File: config.mk
export PLATFORM = sky130hd
export DESIGN_NAME = qs_div_cell
export DESIGN_NICKNAME = d
export VERILOG_FILES = /design/src/rtl/qs_pkg.sv /design/src/rtl/qs_div_cell.sv
export SDC_FILE = /design/constraint.sdc
export NUM_CORES = 1
export LEC_CHECK = 0
export BUFFER_PORTS_ARGS = -buffer_cell sky130_fd_sc_hd__buf_2
export CORE_AREA = 2 2 332 334
export CTS_BUF_LIST = sky130_fd_sc_hd__clkbuf_2 sky130_fd_sc_hd__clkbuf_4 sky130_fd_sc_hd__clkbuf_8
export CTS_CLUSTER_SIZE = 12
export DETAILED_ROUTE_END_ITERATION = 10
export DIE_AREA = 0 0 334 336
export GPL_ROUTABILITY_DRIVEN = 0
export PLACE_DENSITY = 0.34
export SKIP_LAST_GASP = 1
export SYNTH_ARGS = -nofsm -noshare
export SYNTH_HDL_FRONTEND = slang
export SYNTH_SLANG_ARGS = --single-unit
File: constraint.sdc
create_clock -name i_clk -period 3.1 [get_ports i_clk]
set_input_delay 0.155 -clock i_clk [delete_from_list [all_inputs] [get_ports i_clk]]
set_output_delay 0.155 -clock i_clk [all_outputs]
set_load 0.05 [all_outputs]
File: src/rtl/qs_pkg.sv
`timescale 1ns / 1ps
// qs_pkg: widths, constants, side-band type and arctangent table for the
// quaternion slerp pipeline. No dependencies.
package qs_pkg;

    localparam int COMP_W       = 16;
    localparam int T_W          = 15;
    localparam int FRAC_BITS    = 14;
    localparam int Q            = 30;
    localparam int C_W          = Q + 1;
    localparam int P_W          = 2 * COMP_W;
    localparam int DOT_W        = P_W + 2;
    localparam int C_SH         = Q - 2 * FRAC_BITS;
    localparam int SQ_W         = 2 * Q + 2;
    localparam int SQ_STEPS     = Q + 1;
    localparam int CX_W         = Q + 4;
    localparam int CZ_W         = Q + 3;
    localparam int CORDIC_STEPS = Q;
    localparam int DIV_W        = C_W + Q;
    localparam int REM_W        = C_W;
    localparam int WT_W         = DIV_W + 1;
    localparam int PA_W         = WT_W + COMP_W;
    localparam int PB_W         = PA_W + 1;
    localparam int ACC_W        = PB_W + 1;
    localparam int T_SH         = Q - FRAC_BITS;

    localparam logic [T_W-1:0]  THR_RST     = T_W'(16368);
    localparam logic [CX_W-1:0] CORDIC_GAIN = CX_W'(652032874);

    typedef struct packed {
        logic                         lin;
        logic [C_W-1:0]               t30;
        logic [C_W-1:0]               c;
        logic [C_W-1:0]               s;
        logic [3:0][COMP_W-1:0]       a;
        logic [3:0][COMP_W:0]         b;
    } t_side;

    function automatic logic [CZ_W-1:0] atan_step(input int i);
        logic [CZ_W-1:0] v;
        case (i)
            0:       v = CZ_W'(843314857);
            1:       v = CZ_W'(497837829);
            2:       v = CZ_W'(263043837);
            3:       v = CZ_W'(133525159);
            4:       v = CZ_W'(67021687);
            5:       v = CZ_W'(33543516);
            6:       v = CZ_W'(16775851);
            7:       v = CZ_W'(8388437);
            8:       v = CZ_W'(4194283);
            9:       v = CZ_W'(2097149);
            default: v = CZ_W'(1) << (Q - i);
        endcase
        return v;
    endfunction

endpackage

File: src/rtl/qs_div_cell.sv
`timescale 1ns / 1ps
// qs_div_cell: one restoring division step per lane, one quotient bit each,
// registered. Depends on qs_pkg.
module qs_div_cell #(
    parameter int LANES = 2
) (
    input  logic                                 i_clk,
    input  logic                                 i_rst_n,
    input  logic                                 i_en,
    input  logic                                 i_vld,
    input  qs_pkg::t_side                        i_side,
    input  logic [qs_pkg::REM_W-1:0]             i_den,
    input  logic [LANES-1:0]                     i_neg,
    input  logic [LANES-1:0][qs_pkg::REM_W-1:0]  i_rem,
    input  logic [LANES-1:0][qs_pkg::DIV_W-1:0]  i_nq,
    output logic                                 o_vld,
    output qs_pkg::t_side                        o_side,
    output logic [LANES-1:0]                     o_neg,
    output logic [LANES-1:0][qs_pkg::REM_W-1:0]  o_rem,
    output logic [LANES-1:0][qs_pkg::DIV_W-1:0]  o_nq
);
    import qs_pkg::*;

    logic                         r_vld;
    t_side                        r_side;
    logic [LANES-1:0]             r_neg;
    logic [LANES-1:0][REM_W-1:0]  r_rem, n_rem;
    logic [LANES-1:0][DIV_W-1:0]  r_nq, n_nq;

    for (genvar l = 0; l < LANES; l++) begin : g_lane
        logic [REM_W:0] tr, diff;
        logic           ge;
        assign tr       = {i_rem[l], i_nq[l][DIV_W-1]};
        assign diff     = tr - {1'b0, i_den};
        assign ge       = tr >= {1'b0, i_den};
        assign n_rem[l] = ge ? diff[REM_W-1:0] : tr[REM_W-1:0];
        assign n_nq[l]  = {i_nq[l][DIV_W-2:0], ge};
    end

    always_ff @(posedge i_clk) begin
        if (!i_rst_n) begin
            r_vld <= 1'b0;
        end else if (i_en) begin
            r_vld <= i_vld;
        end
    end

    always_ff @(posedge i_clk) begin
        if (i_en) begin
            r_side <= i_side;
            r_neg  <= i_neg;
            r_rem  <= n_rem;
            r_nq   <= n_nq;
        end
    end

    assign o_vld  = r_vld;
    assign o_side = r_side;
    assign o_neg  = r_neg;
    assign o_rem  = r_rem;
    assign o_nq   = r_nq;
endmodule

After elaboration in Yosys (flattened, before gate mapping)
Cells that the tools add are included. Widths: inputs -> output; s select.

Input port bits: 447. Logic and storage cells: 24. Output and inout port bits: 413. Register bits: 413.

Add/sub/neg operators: 2. Multiplexer cells: 2. $lt $le $gt $ge: 2.

Operators with widths (count): $ge 32x31->1 (2); $mux 31 (2); $sub 31x31->31 (2).

Longest topological paths before layout
Depth after elaboration: 2. Gate-level depth with buffers: 13. Gate-level depth less buffers: 12.

Least setup slack after synthesis
OpenSTA, ideal clock, no wires.

Path type: input-to-reg. Start point: input port i_nq[121] (netlist bit). End point: register r_rem (netlist bit o_rem[61]) (data pin). Stages: 12. Data required time: 2.840 ns. Buffers on the path: 0. Arrival: 2.240 ns. Slack: 0.600 ns. Setup time: 0.260 ns. Cells stage by stage: inv_1 > ha_1 > fa_1 > nor2b_1 > o21ai_1 > a21oi_1 > o31ai_2 > a211oi_1 > o32ai_2 > o31ai_1 > xor2_1 > mux2_2.

RTL lines: start: declaration (RTL line qs_div_cell.sv:15) `input logic [LANES-1:0][qs_pkg::DIV_W-1:0] i_nq,`; end signal: assignment (RTL line qs_div_cell.sv:52) `r_rem <= n_rem;`; end: declaration (RTL line qs_div_cell.sv:27) `logic [LANES-1:0][REM_W-1:0] r_rem, n_rem;`.

==> results.cfg <==
[die]
initial_core_util = 0.152
dieArea_um2 = 112000
coreArea_um2 = 108000
io_pins = 860
fp.dieW_um = 334
rows = 121
die_h_um = 336

[clocking]
cts_tree = done
htree_levels = 3
numCtsBuffers = 83
clk_path_buf_depth = 3
insertion_delay_ns = 0.70
path_clk_slew_ns = 0.06
root_buffer = clkbuf_8
cts.sinks = 413

[layout]
final_common_cell = buf_2
mostFrequentLayoutCells = buf_2 (858), dlygate4sd3_1 (417), edfxtp_1 (412)
final_cells = 3917
nets = 2932
drive_gt1_frac = 0.419
fin_util = 0.264
syn2layout_area_growth_pct = 73.5

[synthesis]
synth_edf_count = 412
ys_seq_elements = 413
synth_top_family_by_area = compound AO/OA/AOI/OAI gates
synth_compound_area_frac = 0.0859
synth.yosys.seq_area_share = 0.750
synth.area.mux_share = 0.00909
avgSynthCellArea_um2 = 15.7
synth_nets = 1562
synth.largest_area_cell = edfxtp_1
synth_fa_ha_area_frac = 0.0494
synth_xor_area_frac = 0.0265
synth_top_area_frac = 0.749
synthesis.area_um2 = 16500
syn_inst = 1051
yosys_warnings = 0
synth_async_sr_flop_share = 0
yosys-top-cells-area = edfxtp_1 (75%), ha_1 (4.7%), a21oi_1 (2.3%)
synth.distinct_cells = 68
yosys_most_used_dff = edfxtp_1
yosys.area_share.simple = 0.0601

[placed_design]
place_ws_ns = 0.0186
portBuffers = 859
hpwl_um = 70200
placed_cells = 3333

[sta]
tightest_slew_ns = 0.728
hold_viol = 0
min_period_ns = 3.00
relSlewSlack = 0.515
rsz0062_at_grt = false
finalMaxSlewViolations = 0
post-route-period-util = 0.969
whs_ns = 0.137
timing.fmax_ghz = 0.333
setup-violations-final = 0
fin_ws_ns = 0.0958
worst_clock_skew_ns = 0

[worst_hold_path]
worstHoldPathType = in2reg
whs_path_depth = 4

[worst_setup_path]
cp_num_cells = 14
path_cells = dlygate4sd3_1 > buf_2 > inv_1 > ha_1 > fa_1 > nor2b_1 > o31a_1 > o221ai_2 > nand3_1 > a21o_1 > a211oi_4 > buf_12 > o21ai_0 > dlygate4sd3_1
ff2ff_path_depth = 3
critPathMaxFanout = 30
cp-end-kind = flop
critPathKind = in2reg
critical_path_required_ns = 3.53
crit_buf_inv = 5
crit_slowest_cell = dlygate4sd3_1
crit_family = buffers and inverters
critical_path.most_common_cell = dlygate4sd3_1
crit_path_start_kind = input port
cp_slowest_stage_delay_ns = 0.55
critical_path_arrival_ns = 3.44

[routing]
drc = 0
avgViaCountPerCell = 3.76
routed_wl_um = 87000
drt_iter0_markers = 721
routedWlPerCell_um = 22.2
vias = 14700
drtPass1Iterations = 5
ant_nets = 0

[grt]
grt_max_degree = 79
grt_remaining_overflow = 0
grt_pass1_wl_um = 117000
track_usage = 0.148
antenna_found_initial = 39
grt_pass1_vias = 15700

[status]
status = finished, final reports clean

[power_and_ir_drop]
powerDensity_nw_per_um2 = 591
p_leak_nw = 12.1
ir_worst_vdd_uv = 264

[run]
drv_cap = 0
==> cell type report <==
cell class / count / area (µm²)
clock inverter: 43 / 287
inverter: 52 / 195
sequential: 413 / 12400
fill: 11500 / 79700
clock buffer: 102 / 1290
multi-input combinational: 562 / 3830
antenna: 22 / 55.1
timing repair buffer: 1309 / 8840
tap: 1414 / 1770
==> worst paths after layout <==
path / from / endpoint / slack (ns)
worst max-delay path: i_nq[60] / o_rem[1] / 0.1
worst min-delay path: i_rem[61] / o_nq[61] / 0.14
worst max register to register: o_vld / o_vld / 1.95
worst min register to register: o_vld / o_vld / 1.09
==> routing by layer <==
metal	global-route usage	vias to the layer above	wire length, µm
met3	0.0458	170	6340
li1	-	6769	-
met4	0.0789	10	4620
met1	0.152	7136	31200
met5	0	-	61
met2	0.267	636	44700
==> cell usage after synthesis, drive strengths merged (16+ instances only) <==
| master | n |
|---|---|
| a21o | 20 |
| a21oi | 81 |
| clkbuf | 17 |
| edfxtp | 412 |
| ha | 62 |
| inv | 52 |
| nand2 | 68 |
| nand4 | 16 |
| nor2 | 58 |
| o21ai | 72 |
| xnor2 | 28 |
| xor2 | 22 |
==> per-stage QoR <==
step	power, mW	area [µm²]	setup TNS [ns]
2_1_floorplan	9.53	16500	0
5_1_grt	17.7	28700	0
3_3_place_gp	11.0	22800	-0.0616
4_1_cts	17.3	28600	0
6_report	16.9	28700	0
3_5_place_dp	11.0	22800	0
==> worst register-to-register path, cell delays in order (launching register included) <==
cell           delay [ns]
dfxtp_1              0.31
mux2i_1              0.12
nor2b_1              0.06
dlygate4sd3_1        0.55
==> cells by family after synthesis <==
kind of cell	count (synthesis)
AOI/OAI and AO/OA	228
xor gates and xnor gates	50
adders and majority gates	64
buffers and inverters	76
DFF	413
muxes	13
and+or+nand+nor	207
==> power breakdown <==
part           total, mW  leakage, nW  internal (mW)  switching [mW]
Sequential          6.92         4.04           6.75           0.164
Clock               5.57        0.823           2.93            2.64
Combinational       4.44         7.21           1.32            3.12
Total               16.9         12.1           11.0            5.93
==> state kept, by name, summed over array words and instances, names as in the netlist <==
signal,flops
o_rem,62
o_side,226
o_neg,2
o_nq,122
o_vld,1
==> repair_timing <==
| item | 4_1_cts | 5_1_grt |
|---|---|---|
| setup buffers | 0 | 0 |
| resized for setup | 0 | 6 |
| endpoints found under the hold margin | 473 | 0 |
| hold buffers | 417 | 0 |
| setup endpoints to repair | 0 | 4 |
Power figures use the tool's default switching activity.
