<file path="config.mk">
export PLATFORM = sky130hd
export DESIGN_NAME = qs_sqrt_cell
export DESIGN_NICKNAME = d
export VERILOG_FILES = /design/src/rtl/qs_pkg.sv /design/src/rtl/qs_sqrt_cell.sv
export SDC_FILE = /design/constraint.sdc
export NUM_CORES = 1
export LEC_CHECK = 0
export BUFFER_PORTS_ARGS = -buffer_cell sky130_fd_sc_hd__clkbuf_2
export CORE_AREA = 2 2 273 275
export DETAILED_ROUTE_END_ITERATION = 8
export DIE_AREA = 0 0 275 277
export SYNTH_ARGS = -nofsm -noshare
export SYNTH_HDL_FRONTEND = slang
export SYNTH_SLANG_ARGS = --single-unit
</file>
<file path="constraint.sdc">
create_clock -name i_clk -period 4.2 [get_ports i_clk]
set_clock_uncertainty 0.15 [all_clocks]
set_input_delay 0.42 -clock i_clk [delete_from_list [all_inputs] [get_ports i_clk]]
set_output_delay 0.42 -clock i_clk [all_outputs]
set_load 0.05 [all_outputs]
</file>
<file path="src/rtl/qs_pkg.sv">
`timescale 1ns / 1ps
// qs_pkg: widths, constants, side-band type and arctangent table for the
// quaternion slerp pipeline. No dependencies.
package qs_pkg;

    localparam int COMP_W       = 16;
    localparam int T_W          = 15;
    localparam int FRAC_BITS    = 14;
    localparam int Q            = 30;
    localparam int C_W          = Q + 1;
    localparam int P_W          = 2 * COMP_W;
    localparam int DOT_W        = P_W + 2;
    localparam int C_SH         = Q - 2 * FRAC_BITS;
    localparam int SQ_W         = 2 * Q + 2;
    localparam int SQ_STEPS     = Q + 1;
    localparam int CX_W         = Q + 4;
    localparam int CZ_W         = Q + 3;
    localparam int CORDIC_STEPS = Q;
    localparam int DIV_W        = C_W + Q;
    localparam int REM_W        = C_W;
    localparam int WT_W         = DIV_W + 1;
    localparam int PA_W         = WT_W + COMP_W;
    localparam int PB_W         = PA_W + 1;
    localparam int ACC_W        = PB_W + 1;
    localparam int T_SH         = Q - FRAC_BITS;

    localparam logic [T_W-1:0]  THR_RST     = T_W'(16368);
    localparam logic [CX_W-1:0] CORDIC_GAIN = CX_W'(652032874);

    typedef struct packed {
        logic                         lin;
        logic [C_W-1:0]               t30;
        logic [C_W-1:0]               c;
        logic [C_W-1:0]               s;
        logic [3:0][COMP_W-1:0]       a;
        logic [3:0][COMP_W:0]         b;
    } t_side;

    function automatic logic [CZ_W-1:0] atan_step(input int i);
        logic [CZ_W-1:0] v;
        case (i)
            0:       v = CZ_W'(843314857);
            1:       v = CZ_W'(497837829);
            2:       v = CZ_W'(263043837);
            3:       v = CZ_W'(133525159);
            4:       v = CZ_W'(67021687);
            5:       v = CZ_W'(33543516);
            6:       v = CZ_W'(16775851);
            7:       v = CZ_W'(8388437);
            8:       v = CZ_W'(4194283);
            9:       v = CZ_W'(2097149);
            default: v = CZ_W'(1) << (Q - i);
        endcase
        return v;
    endfunction

endpackage

</file>
<file path="src/rtl/qs_sqrt_cell.sv">
`timescale 1ns / 1ps
// qs_sqrt_cell: one step of the bit-pair integer square root, registered.
// Depends on qs_pkg.
module qs_sqrt_cell #(
    parameter int STEP = 0
) (
    input  logic                     i_clk,
    input  logic                     i_rst_n,
    input  logic                     i_en,
    input  logic                     i_vld,
    input  qs_pkg::t_side            i_side,
    input  logic [qs_pkg::SQ_W-1:0]  i_rem,
    input  logic [qs_pkg::SQ_W-1:0]  i_root,
    output logic                     o_vld,
    output qs_pkg::t_side            o_side,
    output logic [qs_pkg::SQ_W-1:0]  o_rem,
    output logic [qs_pkg::SQ_W-1:0]  o_root
);
    import qs_pkg::*;

    localparam logic [SQ_W-1:0] BIT = SQ_W'(1) << (2 * (SQ_STEPS - 1 - STEP));

    logic            r_vld;
    t_side           r_side;
    logic [SQ_W-1:0] r_rem, r_root;
    logic [SQ_W-1:0] trial, n_rem, n_root;
    logic            ge;

    assign trial  = i_root + BIT;
    assign ge     = i_rem >= trial;
    assign n_rem  = ge ? i_rem - trial : i_rem;
    assign n_root = ge ? (i_root >> 1) + BIT : i_root >> 1;

    always_ff @(posedge i_clk) begin
        if (!i_rst_n) begin
            r_vld <= 1'b0;
        end else if (i_en) begin
            r_vld <= i_vld;
        end
    end

    always_ff @(posedge i_clk) begin
        if (i_en) begin
            r_side <= i_side;
            r_rem  <= n_rem;
            r_root <= n_root;
        end
    end

    assign o_vld  = r_vld;
    assign o_side = r_side;
    assign o_rem  = r_rem;
    assign o_root = r_root;
endmodule

</file>
# Word-level counts from Yosys, hierarchy flattened
# Index checks and enable logic that the tools add are counted.
dict set report word_totals {
  output_inout_bits 351
  register_bits 351
  inputBits 354
}
dict set report classes {
  n_addsub 3
  n_lt_le_gt_ge 1
  mux 2
}
# cell n
set ops {}
lappend ops {{$add A61 B61 Y62 const B} 1}
lappend ops {{$add A62 B61 Y62 const B} 1}
lappend ops {{$ge A62 B62 Y1} 1}
lappend ops {{$mux W62} 1}
lappend ops {{$sub A62 B62 Y62} 1}
lappend ops {{$mux W61} 1}

# Depth between registers and ports, before layout
# Gate-level depths: netlist of run 1.
dict set report depth {
  ltp_word 3
  mapped_depth 16
  ltp_nobuf 14
}

# Worst setup path before layout of run 1
# No wires, ideal clock.
dict set report synth_timing {
  path_type {input -> register}
  startpoint {input port i_rem[0] in the netlist's numbering}
  endpoint {register r_rem[13] (netlist: o_rem[13]) (data pin)}
  arrival_time_ns 3.322
  slack_ns 0.468
  path_buffers 1
  required_time_ns 3.790
  stages 14
  cell_sequence {inv_1 -> ha_1 -> inv_1 -> fa_1 -> a211oi_2 -> o21ai_1 -> o2111a_1 -> o211ai_1 -> nand3_1 -> a31o_1 -> a211o_1 -> a221o_1 -> buf_4 -> mux2_4}
}
dict set report synth_between {
  elab_chain_len 2
  word_cells_on_any_way 3
  cone_classes {1 x add/sub; 1 x order compare; 1 x mux}
}
# element line
set synth_rtl {}
lappend synth_rtl {{start, declared} qs_sqrt_cell.sv:12} ;# input logic [qs_pkg::SQ_W-1:0] i_rem,
lappend synth_rtl {{$sub A62 B62 Y62 / $ge A62 B62 Y1 (equally long branches)} {qs_sqrt_cell.sv:31, qs_sqrt_cell.sv:30}}
lappend synth_rtl {{$mux W62 *} qs_sqrt_cell.sv:31} ;# assign n_rem = ge ? i_rem - trial : i_rem;
lappend synth_rtl {{named net n_rem[13]} qs_sqrt_cell.sv:26} ;# logic [SQ_W-1:0] trial, n_rem, n_root;
lappend synth_rtl {{end signal, assigned} qs_sqrt_cell.sv:45} ;# r_rem <= n_rem;
lappend synth_rtl {{end, declared} qs_sqrt_cell.sv:25} ;# logic [SQ_W-1:0] r_rem, r_root;
# Mark *: on every way through the listed nets, which the timed path passes. The rest lies on a longest branch.
# A chain may end at the register's enable or synchronous reset.

# Worst setup path in the final report of run 1
dict set report layout_timing {
  startpoint {input port i_root[9] in the netlist's numbering}
  endpoint {register r_rem[40] (netlist: o_rem[40]) (data pin)}
}
dict set report layout_between {
  elab_chain_len 3
  word_cells_on_any_way 4
  cone_classes {2 x add/sub; 1 x order compare; 1 x mux}
}
# element line
set layout_rtl {}
lappend layout_rtl {{start, declared} qs_sqrt_cell.sv:13} ;# input logic [qs_pkg::SQ_W-1:0] i_root,
lappend layout_rtl {{$add A62 B61 Y62 *} qs_sqrt_cell.sv:29} ;# assign trial = i_root + BIT;
lappend layout_rtl {{$sub A62 B62 Y62 / $ge A62 B62 Y1 (equally long branches)} {qs_sqrt_cell.sv:31, qs_sqrt_cell.sv:30}}
lappend layout_rtl {{$mux W62 *} qs_sqrt_cell.sv:31}
lappend layout_rtl {{named net n_rem[40]} qs_sqrt_cell.sv:26}
# Marked as above.

==> results of run 1 <==
[metrics by stage]
stage,instances,hold WS [ns],TNS [ns],setup WS [ns]
CTS,3223,0.000719,0,0.0583
global route,3243,0.00453,0,0.0128
global placement,2832,0.353,-0.0547,-0.0547
detailed placement,2832,0.383,-0.130,-0.0292
finish,3246,0.0361,0,0.163
floorplan,1092,0.369,0,0.468
[metal layers]
layer	vias up	global-route usage (%)
met5	-	0
met4	12	8.22
met3	122	8.45
met2	545	33.3
met1	6551	22.4
li1	6397	-
[state kept, by name (all words and copies together), names as in the netlist]
register	cells
o_vld	1
o_side	226
o_root	62
o_rem	62
[logic make-up (layout without fill, tap and decap cells)]
| family | after synthesis | in the layout | synth area share [%] |
|---|---|---|---|
| xor+xnor | 57 | 57 | 3.29 |
| mux | 16 | 16 | 1.52 |
| flops | 351 | 351 | 69.3 |
| other cells | 0 | 23 | 0 |
| simple gates | 224 | 224 | 6.78 |
| fa+ha+maj | 63 | 63 | 5.24 |
| compound gates | 271 | 271 | 10.8 |
| buf+inv | 110 | 1272 | 3.00 |
[Yosys cell counts, types with 3 or more instances]
cell type  number
a31oi_1         8
o211ai_1        4
inv_1          82
edfxtp_1      350
nand2b_1        4
xor2_1         24
and3_1          7
o31ai_1         6
buf_4           5
buf_2           6
o21ai_0        40
clkbuf_1       14
a21oi_1       128
a31o_2          3
a21boi_0        6
nand2_1        61
ha_1           62
nor4_1          8
a221oi_1        5
o21bai_1       16
nor2_1         82
xnor2_1        33
nor3_1          7
a211oi_1        6
and2_1          6
or3_1           6
nor2b_1         7
nand3b_1        3
nand4_1        14
nand3_1        14
o21a_1          6
a21o_1         19
mux2_4         14
[worst reg2reg max path: stages (launching register included)]
cell	delay (ns)
dfxtp_1	0.32
mux2i_1	0.12
nor2b_1	0.06
dlygate4sd3_1	0.54
[worst max path at each step]
stage,slack [ns],to,startpoint,depth (start not counted)
final,0.16,o_rem[40],i_root[9],14
after global routing,0.01,o_rem[60],i_root[13],17
after CTS,0.06,o_rem[60],i_root[13],17
after detailed placement,-0.03,o_rem[39],i_rem[0],17
after global placement,-0.05,o_rem[60],i_root[13],16
after floorplan,0.47,o_rem[13],i_rem[0],14
[repair_timing]
item,4_1_cts,5_1_grt
setup endpoints to repair,0,7
resized for setup,0,6
hold buffers,307,0
hold endpoints to repair,306,0
[layout make-up]
cell class / count / area (um^2)
clock buffer: 60 / 1190
inverter: 82 / 308
timing repair buffer: 1106 / 7430
tap: 969 / 1210
clock inverter: 24 / 325
multi-input combinational: 631 / 4240
fill: 7435 / 48300
antenna: 23 / 57.6
sequential: 351 / 10500
[power by group]
part | total, mW | internal (mW) | switching (mW)
combinational | 3.16 | 0.953 | 2.20
sequential | 4.34 | 4.24 | 0.0991
clock | 4.01 | 2.34 | 1.67
total | 11.5 | 7.54 | 3.97
==> key figures, run 1 <==
Synth
  – Top cells by area, synth: edfxtp_1 (69%), ha_1 (5.1%), a21oi_1 (4.2%)
  – Syn nets: 1509
  – Post-synthesis cell area: 0.0152 mm^2
  – Post-synthesis cell type count: 59
  – Top_reg_cell synth: edfxtp_1
  – Synth Warn #: 0
  – Sequential fraction of the synthesis area: 69.3%
  – Mapped Cells: 1092
  – Syn Area/Cell: 13.9 um^2
  – Yosys top cell area share: 69.2%
  – Async SR Flop Fraction: 0%
  – Biggest area consumer among synthesized cells: edfxtp_1
  – Seq cells post-synth: 351
  – Post-synth EDFFs: 350

Routing
  – # DRC: 0
  – WL met1: 30.4 mm
  – Avg Vias per Cell: 4.20
  – Routed WL per cell: 24.5 um
  – Met3 Wirelength: 8.30 mm
  – DRT Wirelength: 79.5 mm
  – Uppermost layer routed: met5
  – Initial DRT Pass Iterations: 5
  – Iteration-0 DRC Markers: 797
  – Post-DRT Antenna Nets: 0
  – Met2 WL post-DR: 37.2 mm
  – Via Count: 13600

Floorplanning
  – Top-level I/O count: 705
  – DIE WIDTH: 275 um
  – Die ar.: 0.0762 mm^2
  – Std-Cell Rows: 100
  – Core Footprint: 0.0736 mm^2
  – Die height: 277 um
  – Initial core utilization: 20.6%

Min path
  – Cells on Worst Hold Path: 2
  – Hold Crit Start: i_rem[9]
  – Worst Hold Class: in2reg
  – Hold EP: o_rem[9]

Layout
  – Area grow syn2layout: 66.6%
  – Leading cell type in the layout, fill and taps excluded: clkbuf_2
  – Leading cell types in the layout, fill and taps excluded: clkbuf_2 (703), edfxtp_1 (350), dlygate4sd3_1 (307)
  – Fraction of layout cells with a size suffix above 1: 39.7%
  – Post-route design area: 0.0253 mm^2
  – Layout Nets: 2634
  – Final core utilization: 34.4%

Power
  – Leakage: 11.1 nW
  – VDD IR max: 0.000383 V
  – Tot Pwr: 11.5 mW
  – Cell area power density: 455 mW/mm^2

STA
  – Max frequency: 248 MHz
  – Relative slew slack: 46.4%
  – Final hold vios: 0
  – Worst-Margin Slew: 0.804 ns
  – Post-layout min period: 4.04 ns
  – RSZ-0062 raised after global routing: no
  – Final Setup Violations: 0
  – Max Slew Vio Count: 0
  – Final Cycle Share: 96.1%

Setup path
  – Worst R2R Start: o_vld
  – Crit path top cell by count: a21oi_1
  – CP Capture Type: flip-flop
  – CP required: 4.38 ns
  – Largest fanout on the critical path: 8
  – WP buf/inv: 4
  – Largest stage delay, worst path: 0.65 ns
  – Setup crit start kind: primary input
  – Critical-path cell list: dlygate4sd3_1, clkbuf_2, inv_1, ha_1, and3_1, nand3_1, o21ai_0, buf_4, a21boi_0, o21a_1, o311ai_0, a21oi_1, xor2_1, a21oi_1
  – Reg2reg path depth: 3
  – Critical path type: in2reg
  – Crit-path leading delay family: compound AO/OA/AOI/OAI gates
  – CP arrival: 4.21 ns
  – Slowest CP cell: dlygate4sd3_1
  – Reg2reg setup slack: 2.90 ns
  – RR Endpoint: o_vld

Clock tree
  – CTS root buf: clkbuf_16
  – CTS clk-pin slew, worst paths: 0.06 ns
  – Clk Latency, worst-skew pair: 0.59 ns
  – CTS Sinks: 351
  – CTS tree: built
  – CTS Buffer Depth: 3
  – CTS Buf Count: 45
  – Depth of the CTS H-tree: 2
  – Setup bufs post-CTS: 0

Job
  – Maxcap violations: 0

Global route
  – Grt ovf: 0
  – First-pass GRT wire length: 107 mm
  – Initial antenna violation count: 31
  – Largest net degree at the start of global routing: 94
  – Global-route usage over all layers: 20.0%
  – Vias in the first global route: 14100

Placement
  – RePlAce Congestion: 0.884
  – DPL Wire Length: 64.8 mm
  – DP Area: 0.0206 mm^2
  – Port Buf Inserts: 704

Run status
  – Outcome: finished clean
No activity file was read; power rests on OpenSTA's default activity.
==> run 2, diff against run 1 <==
--- a/config.mk
+++ b/config.mk
@@ -6,9 +6,9 @@
 export NUM_CORES = 1
 export LEC_CHECK = 0
 export BUFFER_PORTS_ARGS = -buffer_cell sky130_fd_sc_hd__clkbuf_2
-export CORE_AREA = 2 2 273 275
+export CORE_AREA = 2 2 272 274
 export DETAILED_ROUTE_END_ITERATION = 8
-export DIE_AREA = 0 0 275 277
+export DIE_AREA = 0 0 274 276
 export SYNTH_ARGS = -nofsm -noshare
 export SYNTH_HDL_FRONTEND = slang
 export SYNTH_SLANG_ARGS = --single-unit
==> run 2 against run 1 <==
  * Sequential power hardly changed
  * Non-clock buffer count is 2 lower
  * Sequential share of layout area is 0.20 points higher
  * Die area is 0.72% lower
  * Clock power is 3% lower
  * Critical path type unchanged
  * Flip-flop and latch count stayed put
  * Design area is 0.48% lower
  * Register-to-register slack worse by 0.02 ns
  * Largest power group unchanged
  * Highest routed layer unchanged
  * Via count is 1.3% higher
  * Critical path depth is 5 higher
  * Largest cell class unchanged
  * Cell count is 0.71% lower
  * Setup slack worse by 0.038 ns
==> key figures, run 2 (same netlist as run 1, synthesis figures left out) <==
Run status
  – Outcome: finished clean (unchanged)

Clock tree
  – CTS Sinks: 351 (unchanged)
  – CTS root buf: clkbuf_16 (unchanged)
  – Depth of the CTS H-tree: 2 (unchanged)
  – Setup bufs post-CTS: 0 (unchanged)
  – CTS tree: built (unchanged)
  – Clk Latency, worst-skew pair: 0.57 ns (was 0.59 ns)
  – CTS Buffer Depth: 3 (unchanged)
  – CTS clk-pin slew, worst paths: 0.07 ns (was 0.06 ns)
  – CTS Buf Count: 44 (was 45)

STA
  – Final Setup Violations: 0 (unchanged)
  – Worst-Margin Slew: 0.792 ns (was 0.804 ns)
  – Relative slew slack: 47.2% (was 46.4%)
  – Final setup margin: 0.125 ns (was 0.163 ns)
  – Final Cycle Share: 97.0% (was 96.1%)
  – Post-layout min period: 4.08 ns (was 4.04 ns)
  – Setup TNS: 0 ns (unchanged)
  – Max Slew Vio Count: 0 (unchanged)
  – Max frequency: 245 MHz (was 248 MHz)
  – Final hold vios: 0 (unchanged)
  – RSZ-0062 raised after global routing: no (unchanged)

Layout
  – Layout Nets: 2631 (was 2634)
  – Post-route design area: 0.0252 mm^2 (was 0.0253 mm^2)
  – Leading cell type in the layout, fill and taps excluded: clkbuf_2 (unchanged)
  – Final core utilization: 34.7% (was 34.4%)
  – Leading cell types in the layout, fill and taps excluded: clkbuf_2 (703), edfxtp_1 (350), dlygate4sd3_1 (299) (was clkbuf_2 (703), edfxtp_1 (350), dlygate4sd3_1 (307))
  – Fraction of layout cells with a size suffix above 1: 40.3% (was 39.7%)
  – Max reg flops: 226 (unchanged)
  – Area grow syn2layout: 65.8% (was 66.6%)

Setup path
  – Critical-path cell list: dlygate4sd3_1, clkbuf_2, inv_1, ha_1, and3_1, o21ai_0, buf_4, a2111o_1, a31oi_1, buf_4, o21ai_0, buf_4, o31ai_1, buf_4, a41oi_1, buf_4, o21ai_1, xor2_1, mux2_4 (was dlygate4sd3_1, clkbuf_2, inv_1, ha_1, and3_1, nand3_1, o21ai_0, buf_4, a21boi_0, o21a_1, o311ai_0, a21oi_1, xor2_1, a21oi_1)
  – Largest stage delay, worst path: 0.53 ns (was 0.65 ns)
  – Slowest CP cell: dlygate4sd3_1 (unchanged)
  – CP arrival: 4.26 ns (was 4.21 ns)
  – Crit path top cell by count: buf_4 (was a21oi_1)
  – CP Capture Type: flip-flop (unchanged)
  – Worst R2R Start: o_vld (unchanged)
  – Crit-path leading delay family: buffers and inverters (was compound AO/OA/AOI/OAI gates)
  – Setup crit start kind: primary input (unchanged)
  – Crit path launch: i_root[3] (was i_root[9])
  – CP required: 4.38 ns (about the same)
  – Reg2reg setup slack: 2.88 ns (was 2.90 ns)
  – Largest fanout on the critical path: 3 (was 8)
  – RR Endpoint: o_vld (unchanged)
  – Reg2reg path depth: 3 (unchanged)
  – WP buf/inv: 8 (was 4)
  – Critical path type: in2reg (unchanged)

Placement
  – RePlAce Congestion: 0.878 (was 0.884)
  – DP Area: 0.0206 mm^2 (about the same)
  – Pre-CTS WS: -0.137 ns (was -0.0292 ns)
  – Port Buf Inserts: 704 (unchanged)
  – DPL Wire Length: 63.7 mm (was 64.8 mm)

Floorplanning
  – DIE WIDTH: 274 um (was 275 um)
  – Die ar.: 0.0756 mm^2 (was 0.0762 mm^2)
  – Top-level I/O count: 705 (unchanged)
  – Initial core utilization: 20.9% (was 20.6%)
  – Die height: 276 um (was 277 um)
  – Std-Cell Rows: 99 (was 100)
  – Core Footprint: 0.0726 mm^2 (was 0.0736 mm^2)

Min path
  – Cells on Worst Hold Path: 3 (was 2)
  – Hold EP: o_rem[56] (was o_rem[9])
  – Hold Crit Start: i_rem[56] (was i_rem[9])
  – Worst Hold Class: in2reg (unchanged)

Routing
  – # DRC: 0 (unchanged)
  – Post-DRT Antenna Nets: 0 (unchanged)
  – Iteration-0 DRC Markers: 977 (was 797)
  – DRT Wirelength: 79.1 mm (was 79.5 mm)
  – Routed WL per cell: 24.5 um (about the same)
  – Initial DRT Pass Iterations: 6 (was 5)
  – Via Count: 13800 (was 13600)
  – Avg Vias per Cell: 4.28 (was 4.20)

Global route
  – First-pass GRT wire length: 107 mm (about the same)
  – Grt ovf: 0 (unchanged)
  – Vias in the first global route: 14400 (was 14100)
  – Largest net degree at the start of global routing: 96 (was 94)
  – Initial antenna violation count: 25 (was 31)
  – Global-route usage over all layers: 20.0% (about the same)

Job
  – Maxcap violations: 0 (unchanged)

Power
  – Leakage: 11.0 nW (was 11.1 nW)
  – Cell area power density: 453 mW/mm^2 (was 455 mW/mm^2)
  – VDD IR max: 0.000320 V (was 0.000383 V)
-- run 2: cell types whose count changed in the layout (fill, tap and decap cells not counted), sizes merged --
cell | previous run | this run
clkinv | 14 | 20
dlygate4sd3 | 307 | 299
buf | 96 | 102
clkinvlp | 1 | 4
clkbuf | 763 | 753
inv | 86 | 83
diode | 23 | 16
-- run 2: cell type report --
cell class	instances	area [um^2]
Antenna cell	16	40.0
Clock buffer	50	1140
Clock inverter	30	322
Fill cell	7248	47400
Inverter	82	308
Multi-Input combinational cell	631	4260
Sequential cell	351	10500
Tap cell	959	1200
Timing Repair Buffer	1104	7370
-- run 2: how the worst max path moves through the flow --
stage                endpoint  slack [ns]  cells after the start
CTS                 o_rem[60]       0.006                     18
finish              o_rem[61]        0.12                     19
global placement    o_rem[61]       -0.08                     18
detailed placement  o_rem[61]       -0.14                     18
floorplan           o_rem[13]        0.47                     14
global route        o_rem[60]       0.003                     18
-- run 2: metrics by stage --
| stage | hold WS, ns | instances | total power, mW |
|---|---|---|---|
| after CTS | 0.00356 | 3207 | 11.5 |
| after floorplan | 0.369 | 1092 | 6.21 |
| after global placement | 0.363 | 2828 | 7.32 |
| final | 0.0425 | 3223 | 11.4 |
| after global routing | 0.0124 | 3218 | 11.8 |
| after detailed placement | 0.379 | 2828 | 7.32 |
-- run 2: routing by layer --
metal	up-vias	global-route usage [%]	part of all wire [%]
met4	20	7.53	4.0
met2	610	33.5	47
li1	6362	-	-
met3	113	6.81	9.1
met1	6700	23.7	40
met5	-	0	0.17
-- run 2: power breakdown --
group	leakage (nW)	switching [mW]	internal, mW	total (mW)
Clock	0.704	1.62	2.28	3.89
Combinational	6.90	2.20	0.957	3.16
Sequential	3.44	0.109	4.24	4.35
Total	11.0	3.92	7.48	11.4
-- run 2: worst register-to-register path, stage by stage, from the launching register on --
cell	delay (ns)
dfxtp_1	0.34
mux2i_1	0.07
nor2b_1	0.14
dlygate4sd3_1	0.56
-- run 2: timing repair --
action,4_1_cts,5_1_grt
endpoints found under the hold margin,298,0
setup endpoints to repair,0,5
hold buffers,299,0
gates resized for setup,0,13
