File: config.mk
export PLATFORM = sky130hd
export DESIGN_NAME = qs_cordic_cell
export DESIGN_NICKNAME = d
export VERILOG_FILES = /design/src/rtl/qs_pkg.sv /design/src/rtl/qs_cordic_cell.sv
export SDC_FILE = /design/constraint.sdc
export NUM_CORES = 1
export LEC_CHECK = 0
export BUFFER_PORTS_ARGS = -buffer_cell sky130_fd_sc_hd__buf_2
export CAP_MARGIN = 40
export CORE_AREA = 3 3 252 254
export DETAILED_ROUTE_END_ITERATION = 12
export DIE_AREA = 0 0 255 257
export GPL_TIMING_DRIVEN = 0
export PLACE_DENSITY = 0.64
export SLEW_MARGIN = 10
export SYNTH_ARGS = -nofsm -noshare
export SYNTH_HDL_FRONTEND = slang
export SYNTH_SLANG_ARGS = --single-unit
File: constraint.sdc
create_clock -name i_clk -period 4.3 [get_ports i_clk]
set_input_delay 1.075 -clock i_clk [delete_from_list [all_inputs] [get_ports i_clk]]
set_output_delay 1.075 -clock i_clk [all_outputs]
set_load 0.01 [all_outputs]
File: src/rtl/qs_pkg.sv
`timescale 1ns / 1ps
// qs_pkg: widths, constants, side-band type and arctangent table for the
// quaternion slerp pipeline. No dependencies.
package qs_pkg;

    localparam int COMP_W       = 16;
    localparam int T_W          = 15;
    localparam int FRAC_BITS    = 14;
    localparam int Q            = 30;
    localparam int C_W          = Q + 1;
    localparam int P_W          = 2 * COMP_W;
    localparam int DOT_W        = P_W + 2;
    localparam int C_SH         = Q - 2 * FRAC_BITS;
    localparam int SQ_W         = 2 * Q + 2;
    localparam int SQ_STEPS     = Q + 1;
    localparam int CX_W         = Q + 4;
    localparam int CZ_W         = Q + 3;
    localparam int CORDIC_STEPS = Q;
    localparam int DIV_W        = C_W + Q;
    localparam int REM_W        = C_W;
    localparam int WT_W         = DIV_W + 1;
    localparam int PA_W         = WT_W + COMP_W;
    localparam int PB_W         = PA_W + 1;
    localparam int ACC_W        = PB_W + 1;
    localparam int T_SH         = Q - FRAC_BITS;

    localparam logic [T_W-1:0]  THR_RST     = T_W'(16368);
    localparam logic [CX_W-1:0] CORDIC_GAIN = CX_W'(652032874);

    typedef struct packed {
        logic                         lin;
        logic [C_W-1:0]               t30;
        logic [C_W-1:0]               c;
        logic [C_W-1:0]               s;
        logic [3:0][COMP_W-1:0]       a;
        logic [3:0][COMP_W:0]         b;
    } t_side;

    function automatic logic [CZ_W-1:0] atan_step(input int i);
        logic [CZ_W-1:0] v;
        case (i)
            0:       v = CZ_W'(843314857);
            1:       v = CZ_W'(497837829);
            2:       v = CZ_W'(263043837);
            3:       v = CZ_W'(133525159);
            4:       v = CZ_W'(67021687);
            5:       v = CZ_W'(33543516);
            6:       v = CZ_W'(16775851);
            7:       v = CZ_W'(8388437);
            8:       v = CZ_W'(4194283);
            9:       v = CZ_W'(2097149);
            default: v = CZ_W'(1) << (Q - i);
        endcase
        return v;
    endfunction

endpackage

File: src/rtl/qs_cordic_cell.sv
`timescale 1ns / 1ps
// qs_cordic_cell: one CORDIC micro-rotation for one or more lanes, in vectoring
// or rotation mode, registered. Depends on qs_pkg.
module qs_cordic_cell #(
    parameter int STEP  = 0,
    parameter bit VEC   = 1'b0,
    parameter int LANES = 1
) (
    input  logic                                i_clk,
    input  logic                                i_rst_n,
    input  logic                                i_en,
    input  logic                                i_vld,
    input  qs_pkg::t_side                       i_side,
    input  logic [LANES-1:0][qs_pkg::CX_W-1:0]  i_x,
    input  logic [LANES-1:0][qs_pkg::CX_W-1:0]  i_y,
    input  logic [LANES-1:0][qs_pkg::CZ_W-1:0]  i_z,
    output logic                                o_vld,
    output qs_pkg::t_side                       o_side,
    output logic [LANES-1:0][qs_pkg::CX_W-1:0]  o_x,
    output logic [LANES-1:0][qs_pkg::CX_W-1:0]  o_y,
    output logic [LANES-1:0][qs_pkg::CZ_W-1:0]  o_z
);
    import qs_pkg::*;

    localparam logic [CZ_W-1:0] ATAN = atan_step(STEP);

    logic                        r_vld;
    t_side                       r_side;
    logic [LANES-1:0][CX_W-1:0]  r_x, r_y, n_x, n_y;
    logic [LANES-1:0][CZ_W-1:0]  r_z, n_z;

    for (genvar l = 0; l < LANES; l++) begin : g_lane
        logic signed [CX_W-1:0] xs, ys;
        logic                   add;
        assign xs  = $signed(i_x[l]) >>> STEP;
        assign ys  = $signed(i_y[l]) >>> STEP;
        assign add = VEC ? ~i_y[l][CX_W-1] : i_z[l][CZ_W-1];
        assign n_x[l] = add ? i_x[l] + ys : i_x[l] - ys;
        assign n_y[l] = add ? i_y[l] - xs : i_y[l] + xs;
        assign n_z[l] = add ? i_z[l] + ATAN : i_z[l] - ATAN;
    end

    always_ff @(posedge i_clk) begin
        if (!i_rst_n) begin
            r_vld <= 1'b0;
        end else if (i_en) begin
            r_vld <= i_vld;
        end
    end

    always_ff @(posedge i_clk) begin
        if (i_en) begin
            r_side <= i_side;
            r_x    <= n_x;
            r_y    <= n_y;
            r_z    <= n_z;
        end
    end

    assign o_vld  = r_vld;
    assign o_side = r_side;
    assign o_x    = r_x;
    assign o_y    = r_y;
    assign o_z    = r_z;
endmodule

# Yosys cells after proc, flatten, opt, wreduce, memory -nomap -nowiden
# Cells that the tools add are included.
# totals
register_bits,328
elab_cells,24
# classes
addsub,5
mux,3
# ops
operator,n
$mux W34,2
$sub A34 B34 Y34,2
$add A34 B34 Y34,1
$add A33 B30 Y33 const B,1
$mux W33,1
$sub A33 B30 Y33 const B,1

# Logic depth before layout (Yosys ltp)
# Gate-level depths: netlist (run 1).
# depth
depth_word,2
mapped_depth,14
depth_no_buf,12

# Worst setup path after synthesis (run 1)
# No wires, ideal clock.
# synth_timing
path_kind,in2reg
from,input i_z[32] in the netlist's numbering
to,"register r_z (netlist bit o_z[32]), data pin"
setup_time_ns,0.145
arrival_ns,4.073
required_ns,4.155
slack_ns,0.082
path_stages,13
path_cell_list,inv_1 > clkbuf_1 > clkbuf_1 > ha_1 > nor2b_1 > o31a_1 > o21ai_0 > a21boi_1 > a211o_1 > nand2_1 > o21ai_1 > a2111o_1 > o21ai_1
# synth_lines
element,line,rtl
"start, declared",qs_cordic_cell.sv:16,"input logic [LANES-1:0][qs_pkg::CZ_W-1:0] i_z,"
"end signal, assigned",qs_cordic_cell.sv:56,r_z <= n_z;
"end, declared",qs_cordic_cell.sv:30,"logic [LANES-1:0][CZ_W-1:0] r_z, n_z;"

==> out/qor.tcl, run 1 <==
set qor(hold_violations) 0
set qor(setup_slack_on_the_worst_flop_to_flop_path_ns) 3.70
set qor(cts-htree-levels) 2
set qor(power_leakage_nw) 10.0
set qor(top_usage_layer) {met2}
set qor(fin_crit_ns) 4.18
set qor(dr.pass1.iters) 5
set qor(clockRootBuffer) {sky130_fd_sc_hd__clkbuf_16}
set qor(ant_nets) 0
set qor(multiInputGateArea_um2) 6720
set qor(maxSlewViolCount) 0
set qor(placeableCoreArea_um2) 61500
set qor(dp_hpwl_mm) 72.0
set qor(cpPeakStageDelay_ns) 0.40
set qor(initial_antenna_violation_count) 38
set qor(place_worst_setup_slack_ns) -1.54
set qor(average_wire_per_cell_in_the_routed_design_um) 29.7
set qor(dpl-instance-area_um2) 21700
set qor(drive_above_1_share_pct) 36.1
set qor(synthFlopType) {sky130_fd_sc_hd__edfxtp_1}
set qor(fmax_mhz) 239
set qor(clk_pin_slew_ns) 0.05
set qor(p_per_area_nw_per_um2) 421
set qor(yosysSeqAreaShare_pct) 57.1
set qor(regArea_um2) 9810
set qor(number_of_placement_rows) 91
set qor(grt_setup_unrepaired) {yes}
set qor(outcome) {finished, final reports clean}
set qor(boundary_pin_count) 659
set qor(postRouteWirelength_mm) 87.8
set qor(globalRoute.totalOverflow) 0
set qor(syn-num-nets) 1880
set qor(most_common_cell_after_layout_fill_and_taps_aside) {sky130_fd_sc_hd__buf_2}
set qor(grt_pass1_wl_mm) 118
set qor(avgViaCountPerCell) 5.14
set qor(power.share.combinational_pct) 23.0
set qor(nets) 2592
set qor(postLayoutCellArea_um2) 23000
set qor(gpl.final_weighted_congestion) 0.959
set qor(switching_share_pct) 30.8
set qor(grt_start_max_net_pins) 120
set qor(worstHoldPathType) {reg -> reg}
set qor(syn_area_um2) 17200
set qor(startpoint_type) {input pin}
set qor(count_of_synthesis_stage_warnings_from_yosys) 0
set qor(power.share.sequential_pct) 41.9
set qor(via_count_of_the_first_global_routing_pass) 15000
set qor(power_w) 0.00968
set qor(layout_common_cells) {664 x sky130_fd_sc_hd__buf_2, 326 x sky130_fd_sc_hd__edfxtp_1, 143 x sky130_fd_sc_hd__a21oi_1}
set qor(route.detailed.drc) 0
set qor(numCtsBuffers) 41
set qor(initial_core_util_pct) 27.9
set qor(critical_path.endpoint_type) {register}
set qor(syn_area_per_cell_um2) 12.1
set qor(async_reset_ff_share_pct) 0
set qor(dieHeight_um) 257
set qor(groute.usage.overall_pct) 25.6
set qor(timing.critical_path.buf_inv) 3
set qor(worstPathArrival_ns) 4.52
set qor(cell_internal_pwr_w) 0.00670
set qor(initialDrtViolationCount) 1392
set qor(clock_tree.buffer_depth) 3
set qor(netSwitchingPower_w) 0.00298
set qor(placedCellCount) 2873
set qor(final.setup.worst_slack_ns) 0.115
set qor(clock_insertion_delay_worst_skew_ns) 0.56
set qor(clock-skew-final_ns) 0
set qor(final_cell_count_no_fill) 2957
set qor(fp.dieW_um) 255
set qor(clock_power_share_pct) 35.1
set qor(synth-seq-cells) 327
set qor(fp.dieArea_um2) 65500
set qor(critical_path.slowest_cell) {sky130_fd_sc_hd__ha_1}
set qor(critical_path_class) {in -> reg}
set qor(syn2layout_area_growth_pct) 34.0
set qor(maxCapViolations) 0
set qor(crit_family) {compound AO/OA/AOI/OAI gates}
set qor(period_share_pct) 97.3
set qor(peakVddDrop_v) 0.000231
set qor(syn-instance-count) 1414
set qor(grt_util_met2_pct) 43.5
set qor(setup_viol) 0
set qor(num_vias) 15200
set qor(critical_path_required_ns) 4.63
set qor(timing.max_slew.rel_slack_pct) 43.0
set qor(cts_tree) {built}
set qor(grt_util_met3_pct) 6.85
set qor(io_buffers) 658
set qor(synth_enable_flop_cells) 326
set qor(met1_track_demand_over_resource_pct) 30.9
set qor(clock-sinks) 327
set qor(synth.lib_cells_used.distinct) 81
set qor(setup_total_negative_slack_ns) 0
set qor(cp_max_fo) 25
set qor(crit_path_cell_trace) {buf_4, clkinvlp_4, buf_4, ha_1, nand3_1, o22ai_1, o211ai_1, a31o_2, a21oi_1, o21ai_1, o21ai_1, a31oi_1, xnor2_2}
set qor(tightest_slew_ns) 0.855
set qor(final.fill_count) 6067
-- synth_stat cells (13+ instances only) --
cell | number | area (um2)
sky130_fd_sc_hd__nand2_1 | 60 | 225
sky130_fd_sc_hd__nor3_1 | 20 | 100
sky130_fd_sc_hd__a21oi_1 | 143 | 716
sky130_fd_sc_hd__clkbuf_1 | 29 | 109
sky130_fd_sc_hd__nand3_1 | 22 | 110
sky130_fd_sc_hd__ha_1 | 131 | 1640
sky130_fd_sc_hd__or3_1 | 13 | 81.3
sky130_fd_sc_hd__edfxtp_1 | 326 | 9790
sky130_fd_sc_hd__nor2b_1 | 22 | 138
sky130_fd_sc_hd__mux2i_1 | 16 | 160
sky130_fd_sc_hd__o21a_1 | 13 | 97.6
sky130_fd_sc_hd__nor2_1 | 83 | 312
sky130_fd_sc_hd__o21ai_0 | 56 | 280
sky130_fd_sc_hd__inv_1 | 108 | 405
sky130_fd_sc_hd__o21bai_1 | 22 | 165
sky130_fd_sc_hd__xnor2_1 | 79 | 692
sky130_fd_sc_hd__a21o_1 | 38 | 285
-- cell type report --
| class | count | share of cell area (%) |
|---|---|---|
| flip-flops and latches | 327 | 42.6 |
| plain buffers | 50 | 1.09 |
| inverters | 110 | 1.81 |
| diodes | 13 | 0.141 |
| repair buffers | 670 | 15.2 |
| clock buffers | 49 | 4.68 |
| clock inverters | 22 | 0.946 |
| well taps | 790 | 4.29 |
| multi-input cells | 926 | 29.2 |
-- through the flow --
step           utilization, %  hold WS, ns
3_3_place_gp             34.9        0.493
6_report                 37.4        0.528
4_1_cts                  37.4        0.528
5_1_grt                  37.4        0.550
3_5_place_dp             35.2        0.513
2_1_floorplan               -        0.538
-- repair_timing --
| item | in CTS | in global routing |
|---|---|---|
| hold buffers | 0 | 0 |
| resized for setup | 5 | 3 |
| buffers inserted | 1 | 0 |
| setup endpoints to repair | 20 | 6 |
-- power by group through the flow --
stage	clock network, W	registers (W)	logic, W
global placement	0	0.00415	0.00218
detailed placement	0	0.00411	0.00219
floorplan	0	0.00427	0.000878
finish	0.00340	0.00405	0.00222
global route	0.00363	0.00409	0.00236
CTS	0.00350	0.00406	0.00221
-- path summary, 6_finish.rpt --
path	endpoint	from	cells after the start
max	o_z[29]	i_z[32]	13
min	o_vld	o_vld	2
max reg2reg	o_vld	o_vld	2
min reg2reg	o_vld	o_vld	2
-- cells by family after synthesis --
kind of cell	after synthesis	share of synthesized area, %
buffers and inverters	161	3.86
adder cells (fa/ha/maj)	135	10.0
flip-flops	327	57.1
AND/OR/NAND/NOR	279	7.98
XOR/XNOR	91	4.64
multiplexers	16	0.932
AO/OA/AOI/OAI	405	15.5
-- registers in the layout, summed over array words and instances, names as in the netlist --
name	cells
o_x	34
o_y	33
o_vld	1
o_z	33
o_side	226
-- metal layers --
| metal | part of all wire (%) | routed length, um |
|---|---|---|
| met1 | 39 | 34400 |
| met3 | 8.5 | 7430 |
| met5 | 0.19 | 163 |
| met4 | 4.5 | 3950 |
| met2 | 48 | 41900 |
-- worst min-delay path, stage by stage (launching register included) --
cell                      delay, ns
sky130_fd_sc_hd__dfxtp_1       0.32
sky130_fd_sc_hd__mux2i_1       0.07
sky130_fd_sc_hd__nor2b_1       0.10
No activity file was read; power rests on OpenSTA's default activity.
==> run 2: changes to the inputs <==
==> config.mk (replaced) <==
export PLATFORM = sky130hd
export DESIGN_NAME = qs_cordic_cell
export DESIGN_NICKNAME = d
export VERILOG_FILES = /design/src/rtl/qs_pkg.sv /design/src/rtl/qs_cordic_cell.sv
export SDC_FILE = /design/constraint.sdc
export NUM_CORES = 1
export LEC_CHECK = 0
export CAP_MARGIN = 40
export CORE_AREA = 3 3 257 259
export CTS_CLUSTER_DIAMETER = 100
export DETAILED_ROUTE_END_ITERATION = 12
export DIE_AREA = 0 0 260 262
export DONT_BUFFER_PORTS = 1
export GPL_TIMING_DRIVEN = 0
export PLACE_DENSITY = 0.51
export SLEW_MARGIN = 10
export SYNTH_ARGS = -nofsm -noshare
export SYNTH_HDL_FRONTEND = slang
export SYNTH_SLANG_ARGS = --single-unit
==> run 2 against run 1 <==
Compared with the run above:
- the flow now finishes with violations (slew limit)
- first-iteration DRC count fell by 19%
- clock power rose by 4%
- cell count fell by 20%
- clock skew did not move
- total power shrank 4.4%
- die area is 3.9% higher
- critical endpoint is now o_z[30]
- largest cell class unchanged
==> out/qor.tcl, run 2 (synthesis results as in run 1) <==
set qor(clock-skew-final_ns) 0 ;# unchanged
set qor(hold_buffers) 0 ;# unchanged
set qor(clockRootBuffer) {sky130_fd_sc_hd__clkbuf_16}
set qor(io_buffers) 0 ;# -100%
set qor(timing.max_slew.rel_slack_pct) -17.3 ;# -60 points
set qor(p_per_area_nw_per_um2) 469 ;# +11%
set qor(initial_core_util_pct) 26.8 ;# -1.1 points
set qor(average_wire_per_cell_in_the_routed_design_um) 34.4 ;# +16%
set qor(clock_insertion_delay_worst_skew_ns) 0.56 ;# about the same
set qor(clk_pin_slew_ns) 0.06 ;# about the same
set qor(fp.dieW_um) 260 ;# +2.0%
set qor(post_cts.repair.setup_buffers) 0 ;# -1
set qor(worstHoldPathType) {reg -> reg}
set qor(reg2reg_to) {o_vld}
set qor(r2r-start) {o_vld}
set qor(startpoint_type) {input pin}
set qor(final.setup.worst_slack_ns) 0.211 ;# +0.0959 ns
set qor(grt_start_max_net_pins) 328 ;# +170%
set qor(outcome) {finished, violations left}
set qor(cts-htree-levels) 2 ;# unchanged
set qor(number_of_placement_rows) 93 ;# +2.2%
set qor(groute.usage.overall_pct) 22.5 ;# -3.1 points
set qor(place_worst_setup_slack_ns) -0.759 ;# +0.786 ns
set qor(gpl.final_weighted_congestion) 0.950 ;# -0.91%
set qor(worstPathArrival_ns) 4.41 ;# -0.11 ns
set qor(maxSlewViolCount) 123 ;# +123
set qor(layout_common_cells) {326 x sky130_fd_sc_hd__edfxtp_1, 143 x sky130_fd_sc_hd__a21oi_1, 131 x sky130_fd_sc_hd__ha_1}
set qor(maxCapViolations) 0 ;# unchanged
set qor(via_count_of_the_first_global_routing_pass) 11900 ;# -20%
set qor(cp_max_fo) 20 ;# -20%
set qor(grt_pass1_wl_mm) 105 ;# -11%
set qor(dr.pass1.iters) 7 ;# +2
set qor(most_common_cell_after_layout_fill_and_taps_aside) {sky130_fd_sc_hd__edfxtp_1}
set qor(clock_tree.buffer_depth) 3 ;# unchanged
set qor(power_leakage_nw) 7.41 ;# -26%
set qor(final.fill_count) 6443 ;# +6.2%
set qor(fmax_mhz) 245 ;# +2.3%
set qor(initial_antenna_violation_count) 33 ;# -13%
set qor(avgViaCountPerCell) 5.20 ;# +1.2%
set qor(clock-sinks) 327 ;# unchanged
set qor(largest_register_ffs) 226 ;# unchanged
set qor(drive_above_1_share_pct) 8.10 ;# -28 points
set qor(boundary_pin_count) 659 ;# unchanged
set qor(ant_nets) 0 ;# unchanged
set qor(crit_end) {o_z[30]}
set qor(fin_crit_ns) 4.09 ;# -0.0959 ns
set qor(setup_viol) 0 ;# unchanged
set qor(syn2layout_area_growth_pct) 15.0
set qor(hold_violations) 0 ;# unchanged
set qor(peakVddDrop_v) 0.000264 ;# +14%
set qor(period_share_pct) 95.1 ;# -2.2 points
set qor(failed_checks) {slew limit}
set qor(critical_path_required_ns) 4.62 ;# about the same
set qor(setup_slack_on_the_worst_flop_to_flop_path_ns) 3.66 ;# -0.04 ns
set qor(grt_setup_unrepaired) {no}
set qor(critPathLaunch) {i_z[32]}
set qor(fp.dieArea_um2) 68100 ;# +3.9%
set qor(globalRoute.totalOverflow) 0 ;# unchanged
set qor(initialDrtViolationCount) 1131 ;# -19%
set qor(postRouteWirelength_mm) 81.3 ;# -7.5%
set qor(tightest_slew_ns) 1.76 ;# +0.904 ns
set qor(numCtsBuffers) 41 ;# unchanged
set qor(nets) 1930 ;# -26%
set qor(critical_path_class) {in -> reg}
set qor(dp_hpwl_mm) 65.0 ;# -9.8%
set qor(dieHeight_um) 262 ;# +1.9%
set qor(cts_tree) {built}
set qor(r2r.worst_path.cells) 2 ;# unchanged
set qor(critical_path.endpoint_type) {register}
set qor(power_w) 0.00925 ;# -4.4%
set qor(placeableCoreArea_um2) 64100 ;# +4.3%
set qor(route.detailed.drc) 0 ;# unchanged
set qor(post_cts.resized_instances) 0 ;# -5
set qor(num_vias) 12300 ;# -19%
## run 2: cell count changes in the layout (fill, tap and decap cells not counted), sizes merged
cell	before	now
clkbuf	76	75
clkinv	17	13
buf	693	30
inv	109	114
bufinv	3	5
clkinvlp	3	4
diode	13	16
## run 2: cell type report
cell class	instances	area (um2)	area share (%)
clock inverters	26	302	1.53
flip-flops and latches	327	9810	49.7
well taps	855	1070	5.42
repair buffers	8	110	0.557
multi-input cells	926	6700	33.9
diodes	16	40.0	0.203
inverters	110	417	2.11
clock buffers	47	1050	5.31
plain buffers	50	251	1.27
## run 2: worst max-delay path: stages
cell	delay (ns)
sky130_fd_sc_hd__clkinvlp_4	0.26
sky130_fd_sc_hd__clkbuf_4	0.35
sky130_fd_sc_hd__buf_16	0.21
sky130_fd_sc_hd__ha_1	0.34
sky130_fd_sc_hd__nor2b_1	0.16
sky130_fd_sc_hd__o31a_1	0.30
sky130_fd_sc_hd__o21ai_0	0.27
sky130_fd_sc_hd__a21boi_1	0.22
sky130_fd_sc_hd__a21o_1	0.27
sky130_fd_sc_hd__a211oi_1	0.41
sky130_fd_sc_hd__o21ai_0	0.19
sky130_fd_sc_hd__a21oi_1	0.21
sky130_fd_sc_hd__xnor2_1	0.08
## run 2: layer usage
layer	vias to the layer above	global-route usage, %	part of all wire (%)
li1	5365	-	-
met1	6205	25.3	36
met2	628	41.0	51
met3	95	7.81	10
met4	14	4.89	2.4
met5	-	0	0.10
## run 2: through the flow
stage                     util [%]  cells  cell area [um2]  hold WS [ns]  setup TNS [ns]
after floorplan                  -   1414            17200         0.538               0
after global placement        28.5   2269            18200         0.570          -31.48
after detailed placement      28.6   2277            18400         0.569           -8.01
after CTS                     30.7   2349            19700         0.554               0
after global routing          30.7   2350            19700         0.567               0
final                         30.8   2365            19800         0.572               0
## run 2: power by group
part | switching [W] | internal, W | leakage (nW) | total, W
clock network | 0.00146 | 0.00207 | 0.654 | 0.00353
logic | 0.000813 | 0.000469 | 3.55 | 0.00128
registers | 0.000481 | 0.00396 | 3.20 | 0.00444
total | 0.00275 | 0.00650 | 7.41 | 0.00925
## run 2: worst min-delay path by stage
stage / startpoint / endpoint / slack, ns / cells past startpoint
2_1_floorplan: o_vld / o_vld / 0.54 / 2
3_3_place_gp: o_vld / o_vld / 0.57 / 2
3_5_place_dp: o_vld / o_vld / 0.57 / 2
4_1_cts: i_side[84] / o_side[84] / 0.55 / 0
5_1_grt: i_side[1] / o_side[1] / 0.57 / 0
6_report: o_vld / o_vld / 0.57 / 2
==> run 3: changes to the inputs <==
--- a/config.mk
+++ b/config.mk
@@ -6,13 +6,14 @@
 export NUM_CORES = 1
 export LEC_CHECK = 0
 export CAP_MARGIN = 40
-export CORE_AREA = 3 3 257 259
+export CORE_ASPECT_RATIO = 1.5
+export CORE_MARGIN = 3
+export CORE_UTILIZATION = 25
 export CTS_CLUSTER_DIAMETER = 100
 export DETAILED_ROUTE_END_ITERATION = 12
-export DIE_AREA = 0 0 260 262
 export DONT_BUFFER_PORTS = 1
 export GPL_TIMING_DRIVEN = 0
-export PLACE_DENSITY = 0.51
+export PLACE_DENSITY = 0.5
 export SLEW_MARGIN = 10
 export SYNTH_ARGS = -nofsm -noshare
 export SYNTH_HDL_FRONTEND = slang
==> run 3 against run 2 <==
Compared with the run above:
- the flow now finishes without violations
- clock power shrank 8.8%
- critical endpoint is now o_z[31]
- fmax shrank 3.0%
- combinational power is essentially flat
- largest cell class unchanged
- core utilization shrank 1.9 points
- critical path depth is the same
- setup slack lost 0.13 ns
==> out/qor.tcl, run 3 (synthesis results as in run 1) <==
set qor(initial_core_util_pct) 25.3 ;# -1.5 points
set qor(cts_tree) {built}
set qor(nets) 1926 ;# -0.21%
set qor(period_share_pct) 98.0 ;# +2.9 points
set qor(boundary_pin_count) 659 ;# unchanged
set qor(maxSlewViolCount) 0 ;# -100%
set qor(numCtsBuffers) 35 ;# -15%
set qor(clock-skew-final_ns) 0 ;# unchanged
set qor(critical_path.endpoint_type) {register}
set qor(clock_tree.buffer_depth) 3 ;# unchanged
set qor(initialDrtViolationCount) 794 ;# -30%
set qor(via_count_of_the_first_global_routing_pass) 12100 ;# +1.6%
set qor(final_cell_count_no_fill) 2382 ;# +0.72%
set qor(fmax_mhz) 237 ;# -3.0%
set qor(placedCellCount) 2316 ;# +1.7%
set qor(clk_pin_slew_ns) 0.06 ;# about the same
set qor(fp.dieArea_um2) 71900 ;# +5.6%
set qor(hold_violations) 0 ;# unchanged
set qor(multiInputGateArea_um2) 6710 ;# +0.11%
set qor(grt_start_max_net_pins) 328 ;# unchanged
set qor(clock_insertion_delay_worst_skew_ns) 0.56 ;# about the same
set qor(crit_family) {compound AO/OA/AOI/OAI gates}
set qor(critical_path.slowest_cell) {sky130_fd_sc_hd__xnor2_1}
set qor(gpl.final_weighted_congestion) 0.912 ;# -4.0%
set qor(fp.dieW_um) 220 ;# -15%
set qor(ant_nets) 0 ;# unchanged
set qor(cpPeakStageDelay_ns) 0.43 ;# +0.02 ns
set qor(worstPathArrival_ns) 4.51 ;# +0.10 ns
set qor(grt_pass1_wl_mm) 98.4 ;# -6.4%
set qor(final.fill_count) 7055 ;# +9.5%
set qor(largest_register_ffs) 226 ;# unchanged
set qor(power_leakage_nw) 7.34 ;# -0.91%
set qor(maxCapViolations) 0 ;# unchanged
set qor(crit_path_cell_trace) {clkinvlp_4, clkbuf_2, buf_12, ha_1, nand3_1, o22ai_1, o211ai_1, a31o_2, a21oi_2, o21ai_1, o31ai_1, a21oi_1, xnor2_1}
set qor(placeableCoreArea_um2) 67900 ;# +5.9%
set qor(num_vias) 12000 ;# -2.5%
set qor(clockRootBuffer) {sky130_fd_sc_hd__clkbuf_16}
set qor(avgViaCountPerCell) 5.04 ;# -3.2%
set qor(postRouteWirelength_mm) 74.8 ;# -8.0%
set qor(clock-sinks) 327 ;# unchanged
set qor(tightest_slew_ns) 0.899 ;# -0.861 ns
set qor(timing.max_slew.rel_slack_pct) 39.7 ;# +57 points
set qor(number_of_placement_rows) 117 ;# +26%
set qor(peakVddDrop_v) 0.000299 ;# +13%
set qor(outcome) {finished, final reports clean}
set qor(place_worst_setup_slack_ns) -1.01 ;# -0.247 ns
set qor(dieHeight_um) 327 ;# +25%
set qor(most_common_cell_after_layout_fill_and_taps_aside) {sky130_fd_sc_hd__edfxtp_1}
set qor(io_buffers) 0 ;# unchanged
set qor(fin_crit_ns) 4.22 ;# +0.126 ns
set qor(dr.pass1.iters) 8 ;# +1
set qor(timing.critical_path.buf_inv) 3 ;# unchanged
set qor(route.detailed.drc) 0 ;# unchanged
set qor(hold_buffers) 0 ;# unchanged
set qor(drive_above_1_share_pct) 8.01 ;# -0.086 points
set qor(p_per_area_nw_per_um2) 454 ;# -3.1%
set qor(layout_common_cells) {326 x sky130_fd_sc_hd__edfxtp_1, 142 x sky130_fd_sc_hd__a21oi_1, 131 x sky130_fd_sc_hd__ha_1}
set qor(average_wire_per_cell_in_the_routed_design_um) 31.4 ;# -8.7%
set qor(initial_antenna_violation_count) 16 ;# -52%
set qor(worstHoldPathType) {in -> reg}
set qor(critical_path_class) {in -> reg}
set qor(cp_max_fo) 23 ;# +15%
set qor(final.setup.worst_slack_ns) 0.0847 ;# -0.126 ns
set qor(startpoint_type) {input pin}
set qor(groute.usage.overall_pct) 19.6 ;# -2.9 points
set qor(grt_setup_unrepaired) {no}
set qor(dp_hpwl_mm) 59.5 ;# -8.4%
set qor(regArea_um2) 9810 ;# unchanged
set qor(syn2layout_area_growth_pct) 14.3
set qor(cts-htree-levels) 2 ;# unchanged
set qor(setup_viol) 0 ;# unchanged
set qor(critical_path_required_ns) 4.60 ;# -0.02 ns
set qor(postLayoutCoreUtil_pct) 28.9 ;# -1.9 points
set qor(globalRoute.totalOverflow) 0 ;# unchanged
==> run 3: worst register-to-register path: stages (launching register included) <==
cell	delay [ns]
sky130_fd_sc_hd__dfxtp_1	0.40
sky130_fd_sc_hd__mux2i_1	0.10
sky130_fd_sc_hd__nor2b_1	0.12
==> run 3: where the power goes <==
group / switching (W) / internal (W) / total [W]
registers: 0.000430 / 0.00395 / 0.00438
clock network: 0.00138 / 0.00184 / 0.00322
logic: 0.000838 / 0.000469 / 0.00131
==> run 3: final timing paths <==
| check | slack (ns) | end | start | cells after the start |
|---|---|---|---|---|
| max | 0.08 | o_z[31] | i_z[32] | 13 |
| min | 0.60 | o_side[161] | i_side[161] | 0 |
| max reg2reg | 3.62 | o_vld | o_vld | 2 |
| min reg2reg | 0.60 | o_vld | o_vld | 2 |
==> run 3: timing repair <==
item | in CTS | in global routing
gates resized for setup | 2 | 2
setup endpoints to repair | 7 | 2
endpoints found under the hold margin | 0 | 0
buffers inserted | 0 | 0
==> run 3: layer usage <==
metal  vias to the layer above  wire, um  track usage [%]
met4                         8      2430             6.19
met3                       111      8410             9.45
li1                       5348         -                -
met2                       611     38700             36.0
met1                      5916     25100             19.2
met5                         -        47                0
==> run 3: area by class of cell <==
cell class	count	share of cell area (%)
diodes	5	0.0637
plain buffers	50	1.26
clock buffers	36	4.53
clock inverters	26	1.62
inverters	110	2.12
multi-input cells	926	34.2
flip-flops and latches	327	50.0
well taps	892	5.68
repair buffers	10	0.574
==> run 3: metrics by stage <==
step	setup TNS (ns)	cell area, um2	total power (W)	hold WS, ns
floorplan	0	17200	0.00515	0.538
global placement	-44.19	18300	0.00576	0.569
detailed placement	-11.84	18400	0.00574	0.588
CTS	0	19600	0.00907	0.545
global route	0	19600	0.00930	0.556
finish	0	19600	0.00891	0.601
